===== src/rtl/srs_pkg.sv =====
// ----------------------------------------------------------------------------
// srs_pkg
// Shared types and constants of the streaming find-and-replace block.
// ----------------------------------------------------------------------------
`default_nettype none

package srs_pkg;

  localparam int CFG_IW = 3;
  localparam int CFG_DW = 64;

  // Configuration register indexes
  localparam logic [CFG_IW-1:0] CFG_NEEDLE_TEXT = 3'd0;
  localparam logic [CFG_IW-1:0] CFG_NEEDLE_LEN  = 3'd1;
  localparam logic [CFG_IW-1:0] CFG_REPL_TEXT   = 3'd2;
  localparam logic [CFG_IW-1:0] CFG_REPL_LEN    = 3'd3;
  localparam logic [CFG_IW-1:0] CFG_REPL_LIMIT  = 3'd4;

  // Limit and count value that means unlimited / saturated
  localparam logic [31:0] UNLIMITED = 32'hFFFF_FFFF;

  // Hard ceiling on needle and replacement lengths
  localparam int LEN_CEIL = 8;

  // Control of one window cell for the current beat
  typedef struct packed {
    logic en;      // input beat accepted
    logic load;    // this cell takes the incoming character
    logic shift;   // take the neighbor's character (oldest one leaves)
    logic in_use;  // cell lies inside the needle length
  } cell_ctl_t;

  // Tail of a result burst: end marker and its count
  typedef struct packed {
    logic        mark;
    logic [31:0] count;
  } burst_tail_t;

endpackage

`default_nettype wire


===== src/rtl/srs_win_cell.sv =====
// ----------------------------------------------------------------------------
// srs_win_cell
// One character of the pending window: load, hold or shift, and compare
// against its needle byte.
// ----------------------------------------------------------------------------
`default_nettype none

module srs_win_cell
  import srs_pkg::*;
(
  input  wire logic      clk,
  input  wire cell_ctl_t ctl,
  input  wire logic [7:0] in_char,
  input  wire logic [7:0] needle_byte,
  input  wire logic [7:0] right_view,
  output logic [7:0]      view,
  output logic            eq
);

  logic [7:0] held;

  // Window content after the incoming character is placed
  assign view = ctl.load ? in_char : held;
  assign eq   = !ctl.in_use || (view == needle_byte);

  always_ff @(posedge clk) begin
    if (ctl.en) begin
      held <= ctl.shift ? right_view : view;
    end
  end

endmodule

`default_nettype wire


===== src/rtl/srs_emit.sv =====
// ----------------------------------------------------------------------------
// srs_emit
// Burst register that holds the results of one input beat and drains them,
// one beat a cycle while the output is not stalled, through a registered output stage.
// ----------------------------------------------------------------------------
`default_nettype none

module srs_emit
  import srs_pkg::*;
#(
  parameter int DEPTH = 8
) (
  input  wire logic        clk,
  input  wire logic        rst,
  input  wire logic        load,
  input  wire logic [7:0]  ld_chars [DEPTH],
  input  wire logic [3:0]  ld_n,
  input  wire burst_tail_t ld_tail,
  output logic             can_load,
  output logic             res_valid,
  input  wire logic        res_stall,
  output logic [7:0]       out_char,
  output logic             out_valid,
  output logic             out_last,
  output logic [31:0]      replaced_count
);

  localparam int NW = $clog2(DEPTH + 1);

  logic [7:0]  chars [DEPTH];
  logic [NW-1:0] nchar;
  logic        mark;
  logic [31:0] count;

  logic have;
  logic move;
  logic take;
  logic one_left;

  assign have     = (nchar != '0) || mark;
  assign move     = !res_valid || !res_stall;
  assign take     = move && have;
  assign one_left = (nchar == NW'(1) && !mark) || (nchar == '0 && mark);
  assign can_load = !have || (take && one_left);

  always_ff @(posedge clk) begin
    if (rst) begin
      nchar <= '0;
      mark  <= 1'b0;
    end else if (load) begin
      nchar <= NW'(ld_n);
      mark  <= ld_tail.mark;
    end else if (take) begin
      if (nchar != '0) begin
        nchar <= nchar - NW'(1);
      end else begin
        mark <= 1'b0;
      end
    end
  end

  always_ff @(posedge clk) begin
    if (load) begin
      chars <= ld_chars;
      count <= ld_tail.count;
    end else if (take && nchar != '0) begin
      // advance the burst toward slot zero
      for (int k = 0; k < DEPTH - 1; k++) begin
        chars[k] <= chars[k+1];
      end
      chars[DEPTH-1] <= 8'h00;
    end
  end

  always_ff @(posedge clk) begin
    if (rst) begin
      res_valid <= 1'b0;
    end else if (move) begin
      res_valid <= have;
    end
  end

  always_ff @(posedge clk) begin
    if (take) begin
      if (nchar != '0) begin
        out_char       <= chars[0];
        out_valid      <= 1'b1;
        out_last       <= 1'b0;
        replaced_count <= '0;
      end else begin
        out_char       <= 8'h00;
        out_valid      <= 1'b0;
        out_last       <= 1'b1;
        replaced_count <= count;
      end
    end
  end

endmodule

`default_nettype wire


===== src/rtl/substring_replace_stream_unit.sv =====
// ----------------------------------------------------------------------------
// substring_replace_stream_unit
// Streaming find-and-replace: a row of window cells compares the pending
// characters with the needle, and a burst register drains the results.
// ----------------------------------------------------------------------------
// Path: the results of a beat enter the burst register when the beat is
//   accepted and pass from there to the output register.
// Throughput: one input beat per cycle while each beat causes at most one
//   result and the output is not stalled; a beat causing k results holds
//   the input while the burst register drains one result a cycle (k is 0 to 9).
// Reset: synchronous; clears window fill, string state, counters and
//   configuration registers to their defaults. No clearing pass.
`default_nettype none

module substring_replace_stream_unit
  import srs_pkg::*;
#(
  parameter int MAX_NEEDLE      = 8,
  parameter int MAX_REPLACEMENT = 8
) (
  input  wire logic              clk,
  input  wire logic              rst,
  input  wire logic              in_valid,
  output logic                   in_stall,
  input  wire logic [7:0]        in_char,
  input  wire logic              in_last,
  output logic                   res_valid,
  input  wire logic              res_stall,
  output logic [7:0]             out_char,
  output logic                   out_valid,
  output logic                   out_last,
  output logic [31:0]            replaced_count,
  input  wire logic              cfg_valid,
  output logic                   cfg_ready,
  input  wire logic [CFG_IW-1:0] cfg_index,
  input  wire logic [CFG_DW-1:0] cfg_data
);

  localparam int WIN  = (MAX_NEEDLE < LEN_CEIL) ? MAX_NEEDLE : LEN_CEIL;
  localparam int RCAP = (MAX_REPLACEMENT < LEN_CEIL) ? MAX_REPLACEMENT : LEN_CEIL;
  localparam int BW   = (WIN > RCAP) ? WIN : RCAP;
  localparam logic [3:0] WIN_L  = 4'(WIN);
  localparam logic [3:0] RCAP_L = 4'(RCAP);

  // Configuration registers
  logic [63:0] needle_text;
  logic [3:0]  needle_length;
  logic [63:0] replacement_text;
  logic [3:0]  replacement_length;
  logic [31:0] replacement_limit;

  // String state
  logic        active;
  logic [3:0]  latched_len;
  logic [3:0]  fill;
  logic [31:0] left;
  logic [31:0] done;

  logic        acc;
  logic        can_load;
  logic [3:0]  len_start;
  logic [3:0]  len;
  logic [3:0]  win;
  logic [3:0]  fill0;
  logic [31:0] left0;
  logic [31:0] done0;
  logic        append;
  logic [3:0]  f1;
  logic        full;
  logic        match;
  logic [3:0]  rl;
  logic [31:0] done_next;
  logic [31:0] left_next;
  logic [3:0]  fill_next;
  logic [3:0]  ld_n;
  burst_tail_t ld_tail;

  logic [7:0]     view [WIN];
  logic [WIN-1:0] eq_vec;
  logic [7:0]     ld_chars [BW];

  assign cfg_ready = 1'b1;
  assign acc       = in_valid && !in_stall;
  assign in_stall  = !can_load;

  always_ff @(posedge clk) begin
    if (rst) begin
      needle_text        <= '0;
      needle_length      <= 4'd1;
      replacement_text   <= '0;
      replacement_length <= '0;
      replacement_limit  <= UNLIMITED;
    end else if (cfg_valid && cfg_ready) begin
      case (cfg_index)
        CFG_NEEDLE_TEXT: needle_text        <= cfg_data;
        CFG_NEEDLE_LEN:  needle_length      <= cfg_data[3:0];
        CFG_REPL_TEXT:   replacement_text   <= cfg_data;
        CFG_REPL_LEN:    replacement_length <= cfg_data[3:0];
        CFG_REPL_LIMIT:  replacement_limit  <= cfg_data[31:0];
        default: ;
      endcase
    end
  end

  // Start-of-string values stand in for the held state on the first beat
  assign len_start = (needle_length > WIN_L) ? WIN_L : needle_length;
  assign len       = active ? latched_len : len_start;
  assign win       = (len == 4'd0) ? 4'd1 : len;
  assign fill0     = active ? fill : 4'd0;
  assign left0     = active ? left : replacement_limit;
  assign done0     = active ? done : 32'd0;

  assign append = fill0 < win;
  assign f1     = append ? fill0 + 4'd1 : fill0;
  assign full   = f1 >= win;
  assign match  = full && (len != 4'd0) && (left0 != 32'd0) && (&eq_vec);
  assign rl     = (replacement_length > RCAP_L) ? RCAP_L : replacement_length;

  assign done_next = (match && done0 != UNLIMITED) ? done0 + 32'd1 : done0;
  assign left_next = (match && left0 != UNLIMITED) ? left0 - 32'd1 : left0;

  always_comb begin
    if (match) begin
      fill_next = 4'd0;
    end else if (full) begin
      fill_next = f1 - 4'd1;
    end else begin
      fill_next = f1;
    end
  end

  always_ff @(posedge clk) begin
    if (rst) begin
      active      <= 1'b0;
      latched_len <= '0;
      fill        <= '0;
      left        <= UNLIMITED;
      done        <= '0;
    end else if (acc) begin
      active      <= !in_last;
      latched_len <= len;
      fill        <= in_last ? 4'd0 : fill_next;
      left        <= left_next;
      done        <= done_next;
    end
  end

  // Row of window cells
  for (genvar i = 0; i < WIN; i++) begin : g_cell
    cell_ctl_t  ctl;
    logic [7:0] right_view;

    assign ctl.en     = acc;
    assign ctl.load   = append && (fill0 == 4'(i));
    assign ctl.shift  = full && !match;
    assign ctl.in_use = 4'(i) < win;

    if (i < WIN - 1) begin : g_mid
      assign right_view = view[i+1];
    end else begin : g_end
      assign right_view = 8'h00;
    end

    srs_win_cell u_cell (
      .clk         (clk),
      .ctl         (ctl),
      .in_char     (in_char),
      .needle_byte (needle_text[8*i +: 8]),
      .right_view  (right_view),
      .view        (view[i]),
      .eq          (eq_vec[i])
    );
  end

  // Burst content: the replacement, or a prefix of the window
  for (genvar j = 0; j < BW; j++) begin : g_burst
    logic [7:0] rbyte;
    logic [7:0] wbyte;

    if (j < RCAP) begin : g_r
      assign rbyte = replacement_text[8*j +: 8];
    end else begin : g_rz
      assign rbyte = 8'h00;
    end

    if (j < WIN) begin : g_w
      assign wbyte = view[j];
    end else begin : g_wz
      assign wbyte = 8'h00;
    end

    assign ld_chars[j] = match ? rbyte : wbyte;
  end

  always_comb begin
    if (match) begin
      ld_n = rl;
    end else if (in_last) begin
      ld_n = f1;
    end else if (full) begin
      ld_n = 4'd1;
    end else begin
      ld_n = 4'd0;
    end
  end

  assign ld_tail.mark  = in_last;
  assign ld_tail.count = done_next;

  srs_emit #(
    .DEPTH (BW)
  ) u_emit (
    .clk            (clk),
    .rst            (rst),
    .load           (acc),
    .ld_chars       (ld_chars),
    .ld_n           (ld_n),
    .ld_tail        (ld_tail),
    .can_load       (can_load),
    .res_valid      (res_valid),
    .res_stall      (res_stall),
    .out_char       (out_char),
    .out_valid      (out_valid),
    .out_last       (out_last),
    .replaced_count (replaced_count)
  );

endmodule

`default_nettype wire

===== config.mk =====
export PLATFORM = sky130hd
export DESIGN_NAME = substring_replace_stream_unit
export DESIGN_NICKNAME = d
export VERILOG_FILES = /design/src/rtl/srs_pkg.sv /design/src/rtl/srs_win_cell.sv /design/src/rtl/srs_emit.sv /design/src/rtl/substring_replace_stream_unit.sv
export SDC_FILE = /design/constraint.sdc
export NUM_CORES = 1
export LEC_CHECK = 0
export BUFFER_PORTS_ARGS = -buffer_cell sky130_fd_sc_hd__buf_2
export CAP_MARGIN = 20
export CORE_UTILIZATION = 55
export DETAILED_ROUTE_END_ITERATION = 8
export PLACE_DENSITY_LB_ADDON = 0.25
export SLEW_MARGIN = 10
export SYNTH_ARGS = -nofsm -noshare
export SYNTH_HDL_FRONTEND = slang
export SYNTH_HIERARCHICAL = 1
export SYNTH_SLANG_ARGS = --single-unit

===== constraint.sdc =====
create_clock -name clk -period 8.6 [get_ports clk]
set_input_delay 1.29 -clock clk [delete_from_list [all_inputs] [get_ports clk]]
set_output_delay 1.29 -clock clk [all_outputs]
set_load 0.005 [all_outputs]

==> results of run 1 <==
[per-layer routing]
metal / wire length, um / up-vias / part of all wire [%] / track usage, %
met5: 0 / - / 0 / 0
met4: 1940 / 0 / 3.0 / 8.91
met3: 4790 / 133 / 7.5 / 4.63
met2: 29200 / 825 / 46 / 46.1
met1: 28100 / 9090 / 44 / 41.3
li1: - / 8799 / - / -
[worst max-delay path: stages, from the launching register on]
cell and delay (ns):
dfxtp_4 0.78, mux2i_1 0.47, ha_1 0.32, a21o_1 0.19, a2111o_1 0.38, and2_1 0.22
nor3_1 0.50, and2_1 0.59, mux2_4 0.38, xnor2_1 0.14, nand4_1 0.15, o21ai_1 0.27
nand4_1 0.13, nor2_1 0.28, nand2_1 0.35, a211oi_4 0.84, buf_4 0.70, nor2_1 0.11
a32o_1 0.22, a21oi_1 0.18, a211oi_1 0.10
[worst max path at each step]
stage	to	from	slack, ns
finish	u_emit/nchar[1]$_SDFFE_PP0P_	active$_SDFFE_PP0P_	1.11
global route	u_emit/nchar[1]$_SDFFE_PP0P_	active$_SDFFE_PP0P_	0.65
CTS	u_emit/nchar[1]$_SDFFE_PP0P_	active$_SDFFE_PP0P_	1.18
detailed placement	u_emit/nchar[1]$_SDFFE_PP0P_	active$_SDFFE_PP0P_	1.17
global placement	u_emit/nchar[1]$_SDFFE_PP0P_	active$_SDFFE_PP0P_	1.42
floorplan	u_emit/chars[0]$_SDFFCE_PN0P_	res_stall	0.02
[synth_stat cells (7+ instances only)]
cell / count
nand4_1: 50
a21oi_1: 172
o21a_1: 9
edfxtp_1: 202
xor2_1: 18
nor2_1: 77
dfxtp_1: 247
and2_1: 75
ha_1: 18
xnor2_2: 8
clkbuf_1: 111
mux2_4: 64
o22ai_1: 10
and4_1: 7
o211ai_1: 16
and3_1: 21
buf_2: 25
o21ai_0: 36
or4_1: 11
buf_1: 7
xnor2_1: 76
a21o_1: 7
a2111oi_0: 9
inv_1: 24
nor4_1: 10
nor3_1: 44
a211oi_1: 12
o21ai_1: 13
a31oi_1: 17
nand3_1: 81
or3_1: 32
mux2i_1: 30
mux2_2: 130
o31ai_1: 13
nand2b_1: 8
buf_6: 12
nand2_1: 635
nor3b_1: 12
[through the flow]
stage	std cells	cell area, um2	worst slack (ns)	utilization, %	hold WS [ns]
floorplan	2477	23400	0.0206	-	0.437
global placement	2999	24200	1.42	57.7	0.444
detailed placement	2999	24200	1.17	57.7	0.447
CTS	3089	25800	1.18	61.5	0.455
global route	3092	25800	0.648	61.6	0.468
finish	3092	25800	1.11	61.6	0.456
[final cells by class]
type | count | share of cell area [%]
multi-input combinational | 1839 | 44.9
sequential | 449 | 42.6
clock buffer | 65 | 5.13
timing repair buffer | 148 | 3.28
tap | 539 | 2.61
clock inverter | 25 | 1.08
inverter | 27 | 0.421
[cells by family (layout without fill, tap and decap cells)]
| kind of cell | count (synthesis) | after routing | share of synthesized area (%) |
|---|---|---|---|
| flops | 449 | 449 | 47.1 |
| other cells | 2 | 10 | 0.0321 |
| buf+inv | 189 | 265 | 3.65 |
| compound gates | 379 | 379 | 10.3 |
| xor+xnor | 102 | 102 | 4.08 |
| fa+ha+maj | 18 | 18 | 0.963 |
| mux | 228 | 228 | 11.9 |
| simple gates | 1102 | 1102 | 22.0 |
[power groups by stage]
stage,registers [mW],logic (mW),clock network [mW]
after global routing,3.48,3.60,2.22
final,3.44,3.33,2.11
after global placement,3.46,3.18,0
after detailed placement,3.48,3.25,0
after floorplan,3.44,2.46,0
after CTS,3.44,3.27,2.14
[state kept, by name (all words and copies together) (netlist names)]
| name | count |
|---|---|
| replacement_limit | 32 |
| active | 1 |
| done | 32 |
| replacement_text | 64 |
| replacement_length | 4 |
| g_cell.u_cell/held | 64 |
| u_emit/count | 32 |
| u_emit/out_char | 8 |
| u_emit/nchar | 4 |
| fill | 4 |
| u_emit/res_valid | 1 |
| latched_len | 4 |
| u_emit/replaced_count | 32 |
| u_emit/chars | 64 |
| needle_length | 4 |
| u_emit/out_valid | 1 |
| u_emit/out_last | 1 |
| left | 32 |
| u_emit/mark | 1 |
| needle_text | 64 |
==> summary.txt, run 1 <==
Outcome
  • Status: complete, no violations

Job
  • Max cap viols: 0

Synthesis
  • Unique cell type count in the Yosys netlist: 99
  • Synth Cell Area: ~23000 um2
  • Yosys top cell area share: between 20% and 30%
  • Post-synth EDFFs: just over 200
  • Post-synth ARST share: 0%
  • Cell taking the most area after synthesis: edfxtp_1
  • Top FF cell, synth: dfxtp_1
  • Synthesis Warnings: 6
  • Synthesized instance count: approximately 2500
  • Synth top area cells: edfxtp_1 26%, dfxtp_1 21%, nand2_1 10%
  • Yosys reg bits: between 400 and 500
  • Sequential element share of the synthesized area: a little under half
  • Syn avg cell area: ~9.5 um2

Floorplan
  • Io pins: ~130
  • Initial Utilization: ~56%
  • Cell Rows: 75
  • Die H: roughly 210 um
  • DIE AREA: roughly 43000 um2
  • Die width: around 210 um
  • Core area: 41900 um2

Place
  • Post-DP HPWL: 43400 um
  • GP Congestion: roughly 0.95
  • PortBufs: 124

Power and ir drop
  • Combinational power share: 37.5%
  • Int Pwr: 5.78 mW
  • P_leak: around 9.5 nW
  • Switch Pwr: 3.09 mW
  • Overall power: slightly below 9 mW
  • Seq pwr share: between 30% and 40%
  • Worst vdd ir: about 0.00034 V
  • Switching share of total power: a little over a third
  • Pwr Density: roughly 340 nW/um2
  • Clock power share: 23.8%

Detailed routing
  • Pre-antenna DRT Iters: 6
  • Total Wirelength: between 60000 and 70000 um
  • Final antenna-violating net count: 0
  • WL/cell: a little over 20 um
  • DRT iter0 DRCs: 2004
  • Via density: between 6 and 7
  • Total number of vias: between 15000 and 20000
  • Post-route DRC: 0

Clock network
  • CTS tree: yes
  • Clock buffer count from CTS: 48
  • CTS clock-pin slew for the worst setup and hold paths: ~0.06 ns
  • Clock latency on the worst-skew pair: between 0.6 and 0.7 ns
  • Clock Tree Buf Depth: 3
  • # hold bufs at CTS: 0
  • H-tree lvl count: 2
  • Post-CTS sizing: 0
  • CTS Sinks: roughly 450
  • Root Driver: clkbuf_16
  • Post-CTS setup repair buffer count: 0

Min path
  • Hold/Removal Path Class: register to register
  • Hold path startpoint: replacement_text[57]$_SDFFE_PP0P_
  • Hold Path End: replacement_text[57]$_SDFFE_PP0P_
  • Worst Hold Path Cells: 2

Layout
  • Layout cells sized above 1: roughly 18%
  • Commonest non-fill, non-tap cell in the layout: nand2_1
  • Area growth, synth to finish: 10.5%
  • Commonest cells after routing, fill and taps aside: 633 x nand2_1, 246 x dfxtp_1, 202 x edfxtp_1
  • Fillers: 3500
  • FF/Latch Area: between 10000 and 15000 um2
  • Nets@finish: roughly 2600
  • Area of the multi-input gates: ~12000 um2
  • Ant. Diodes: 0

STA
  • Final Setup Violations: 0
  • Slew @ Worst Pin: ~1.0 ns
  • FMAX: ~0.13 GHz
  • Final Cycle Share: between 80 and 90%
  • Relative slew slack: between 30% and 40%
  • Final hold vios: 0
  • Final min period: about 7.5 ns
  • RSZ-0062 raised after global routing: false
  • Pins Over Slew Limit: 0
  • Final TNS setup: 0 ns
  • Worst Clk Skew: roughly 0.033 ns

Critical path
  • Startpoint Class: register
  • Top fanout value on the critical path: between 60 and 70
  • R2r setup slk: between 1 and 1.5 ns
  • Crit. End Element: register
  • Worst R2R End: u_emit/nchar[1]$_SDFFE_PP0P_
  • R2R cell count: 20
  • WP data arrival: 7.92 ns
  • CP required: 9.02 ns
  • Setup Crit Path Kind: register to register
  • R2R Path Start: active$_SDFFE_PP0P_

Global route
  • Largest net degree at the start of global routing: ~120
  • Vias in the first global route: 17600
  • First-pass GRT wire length: between 100000 and 150000 um
  • GRT overflow: 0
  • Total track usage: between 20% and 30%
  • Antenna violations before repair: 0
(Power assumes the default switching activity.)
==> run 2, diff against run 1 <==
- CORE_UTILIZATION: 55 -> 50
==> summary.txt, run 2 (synthesis results as in run 1) <==
Floorplan
  • Core area: 45800 um2 (+9.1%)
  • Die width: 218 um (+4.8%)
  • Die H: 218 um (+4.8%)
  • Initial Utilization: 51.1% (-4.7 points)
  • DIE AREA: 47700 um2 (+9.9%)
  • Cell Rows: 78 (+4.0%)
  • Io pins: 126 (unchanged)

Min path
  • Hold/Removal Path Class: register to register
  • Hold path startpoint: replacement_text[53]$_SDFFE_PP0P_

Layout
  • Design Area, Final: 26100 um2 (+0.79%)
  • Layout cells sized above 1: 18.8% (+0.67 points)
  • Ant. Diodes: 0 (unchanged)
  • Final core occ: 56.9% (-4.7 points)
  • Nets@finish: 2611 (-0.038%)
  • Commonest cells after routing, fill and taps aside: 633 x nand2_1, 246 x dfxtp_1, 202 x edfxtp_1
  • Area growth, synth to finish: 11.4%
  • Commonest non-fill, non-tap cell in the layout: nand2_1

STA
  • Final hold vios: 0 (unchanged)
  • Final min period: 7.32 ns (-0.170 ns)
  • Slew @ Worst Pin: 1.06 ns (+0.0343 ns)
  • Pins Over Slew Limit: 0 (unchanged)
  • RSZ-0062 raised after global routing: false
  • Final TNS setup: 0 ns (unchanged)
  • Final Cycle Share: 85.2% (-2.0 points)
  • Relative slew slack: 29.4% (-1.7 points)
  • Final Hold Slack: 0.453 ns (-0.00321 ns)
  • Final Setup Violations: 0 (unchanged)
  • FMAX: 0.137 GHz (+2.3%)
  • Worst Clk Skew: 0.0236 ns (-0.00981 ns)

Critical path
  • Capture point of the critical path: left[2]$_SDFFE_PP1P_
  • R2R cell count: 19 (-5.0%)
  • Top fanout value on the critical path: 68 (+6.3%)
  • R2r setup slk: 1.28 ns (+0.17 ns)
  • Startpoint Class: register
  • Setup Crit Path Kind: register to register
  • R2R Path Start: active$_SDFFE_PP0P_
  • CP required: 9.08 ns (+0.06 ns)
  • WP data arrival: 7.80 ns (-0.12 ns)
  • Worst setup path startpoint: active$_SDFFE_PP0P_
  • Worst R2R End: left[2]$_SDFFE_PP1P_
  • Crit. End Element: register

Detailed routing
  • Total Wirelength: 64000 um (about the same)
  • Final antenna-violating net count: 0 (unchanged)
  • Total number of vias: 18600 (-1.2%)
  • DRT iter0 DRCs: 1626 (-19%)
  • Post-route DRC: 0 (unchanged)
  • Pre-antenna DRT Iters: 6 (unchanged)
  • WL/cell: 20.3 um (-1.9%)
  • Via density: 5.91 (-3.1%)

Clock network
  • H-tree lvl count: 2 (unchanged)
  • Clock latency on the worst-skew pair: 0.61 ns (about the same)
  • CTS Sinks: 449 (unchanged)
  • Clock buffer count from CTS: 48 (unchanged)
  • # hold bufs at CTS: 0 (unchanged)
  • Clock Tree Buf Depth: 3 (unchanged)
  • Post-CTS setup repair buffer count: 0 (unchanged)
  • Post-CTS sizing: 0 (unchanged)
  • CTS tree: yes
  • CTS clock-pin slew for the worst setup and hold paths: 0.06 ns (about the same)
  • Root Driver: clkbuf_16

Global route
  • Antenna violations before repair: 1 (+1)
  • Vias in the first global route: 17400 (-0.90%)
  • Largest net degree at the start of global routing: 99 (-20%)
  • Total track usage: 26.6% (-2.6 points)
  • First-pass GRT wire length: 100000 um (-0.37%)
  • GRT overflow: 0 (unchanged)

Place
  • PortBufs: 124 (unchanged)
  • Post-DP HPWL: 43100 um (-0.75%)
  • DP Area: 24300 um2 (+0.28%)
  • GP Congestion: 0.942 (-0.56%)

Job
  • Max cap viols: 0 (unchanged)

Power and ir drop
  • Pwr Density: 346 nW/um2 (+0.63%)
  • Worst vdd ir: 0.000357 V (+5.6%)
  • Overall power: 9.00 mW (+1.4%)
  • P_leak: 9.62 nW (+0.95%)

Outcome
  • Status: complete, no violations
[run 2: cell count changes in the layout (fill, tap and decap cells not counted), moves of 3 or more]
| cell | delta |
|---|---|
| clkbuf_1 | -10 |
| clkinv_1 | -8 |
| clkinv_2 | +7 |
| clkbuf_2 | +3 |
| clkinv_4 | +3 |
[run 2: worst min path at each step]
stage                                         to  slack (ns)  cells after the start
3_5_place_dp   replacement_text[53]$_SDFFE_PP0P_        0.45                      2
6_report       replacement_text[53]$_SDFFE_PP0P_        0.45                      2
4_1_cts        replacement_text[53]$_SDFFE_PP0P_        0.45                      2
3_3_place_gp   replacement_text[19]$_SDFFE_PP0P_        0.44                      2
5_1_grt        replacement_text[53]$_SDFFE_PP0P_        0.47                      2
2_1_floorplan   replacement_text[0]$_SDFFE_PP0P_        0.44                      2
[run 2: routing by layer]
| metal | vias up | global-route usage (%) | routed length [um] |
|---|---|---|---|
| li1 | 8794 | - | - |
| met1 | 9005 | 38.1 | 28800 |
| met2 | 705 | 41.4 | 28900 |
| met3 | 108 | 4.50 | 4870 |
| met4 | 2 | 7.27 | 1410 |
| met5 | - | 0 | 9 |
[run 2: final cells by class]
class                           instances  area (um2)
Clock inverter                         30         375
Clock buffer                           60        1350
Multi-Input combinational cell       1839       11600
Timing Repair Buffer                  147         851
Fill cell                            3971       19700
Inverter                               27         109
Tap cell                              600         751
Sequential cell                       449       11000
[run 2: through the flow]
stage / setup slack, ns / instances
final: 1.28 / 3152
after global routing: 0.846 / 3152
after global placement: 1.64 / 3057
after floorplan: 0.0206 / 2477
after detailed placement: 1.37 / 3059
after CTS: 1.36 / 3149
[run 2: report_power, final]
group          switching, mW  leakage (nW)  internal, mW
registers              0.281          4.01          3.17
logic                   1.94          4.75          1.37
clock network          0.906         0.862          1.34
total                   3.12          9.62          5.88
[run 2: critical path: stages, from the launching register on]
cell,delay (ns)
dfxtp_4,0.81
mux2i_1,0.55
ha_1,0.33
a21o_1,0.20
a2111o_1,0.39
and2_1,0.22
nor3_1,0.36
and2_1,0.56
mux2_4,0.38
xnor2_1,0.14
nand4_1,0.14
o21ai_1,0.45
nand4_1,0.16
nor2_1,0.24
nand2_1,0.32
a211oi_4,0.82
buf_4,0.47
nand3_1,0.14
nand3b_1,0.17
a221o_1,0.34
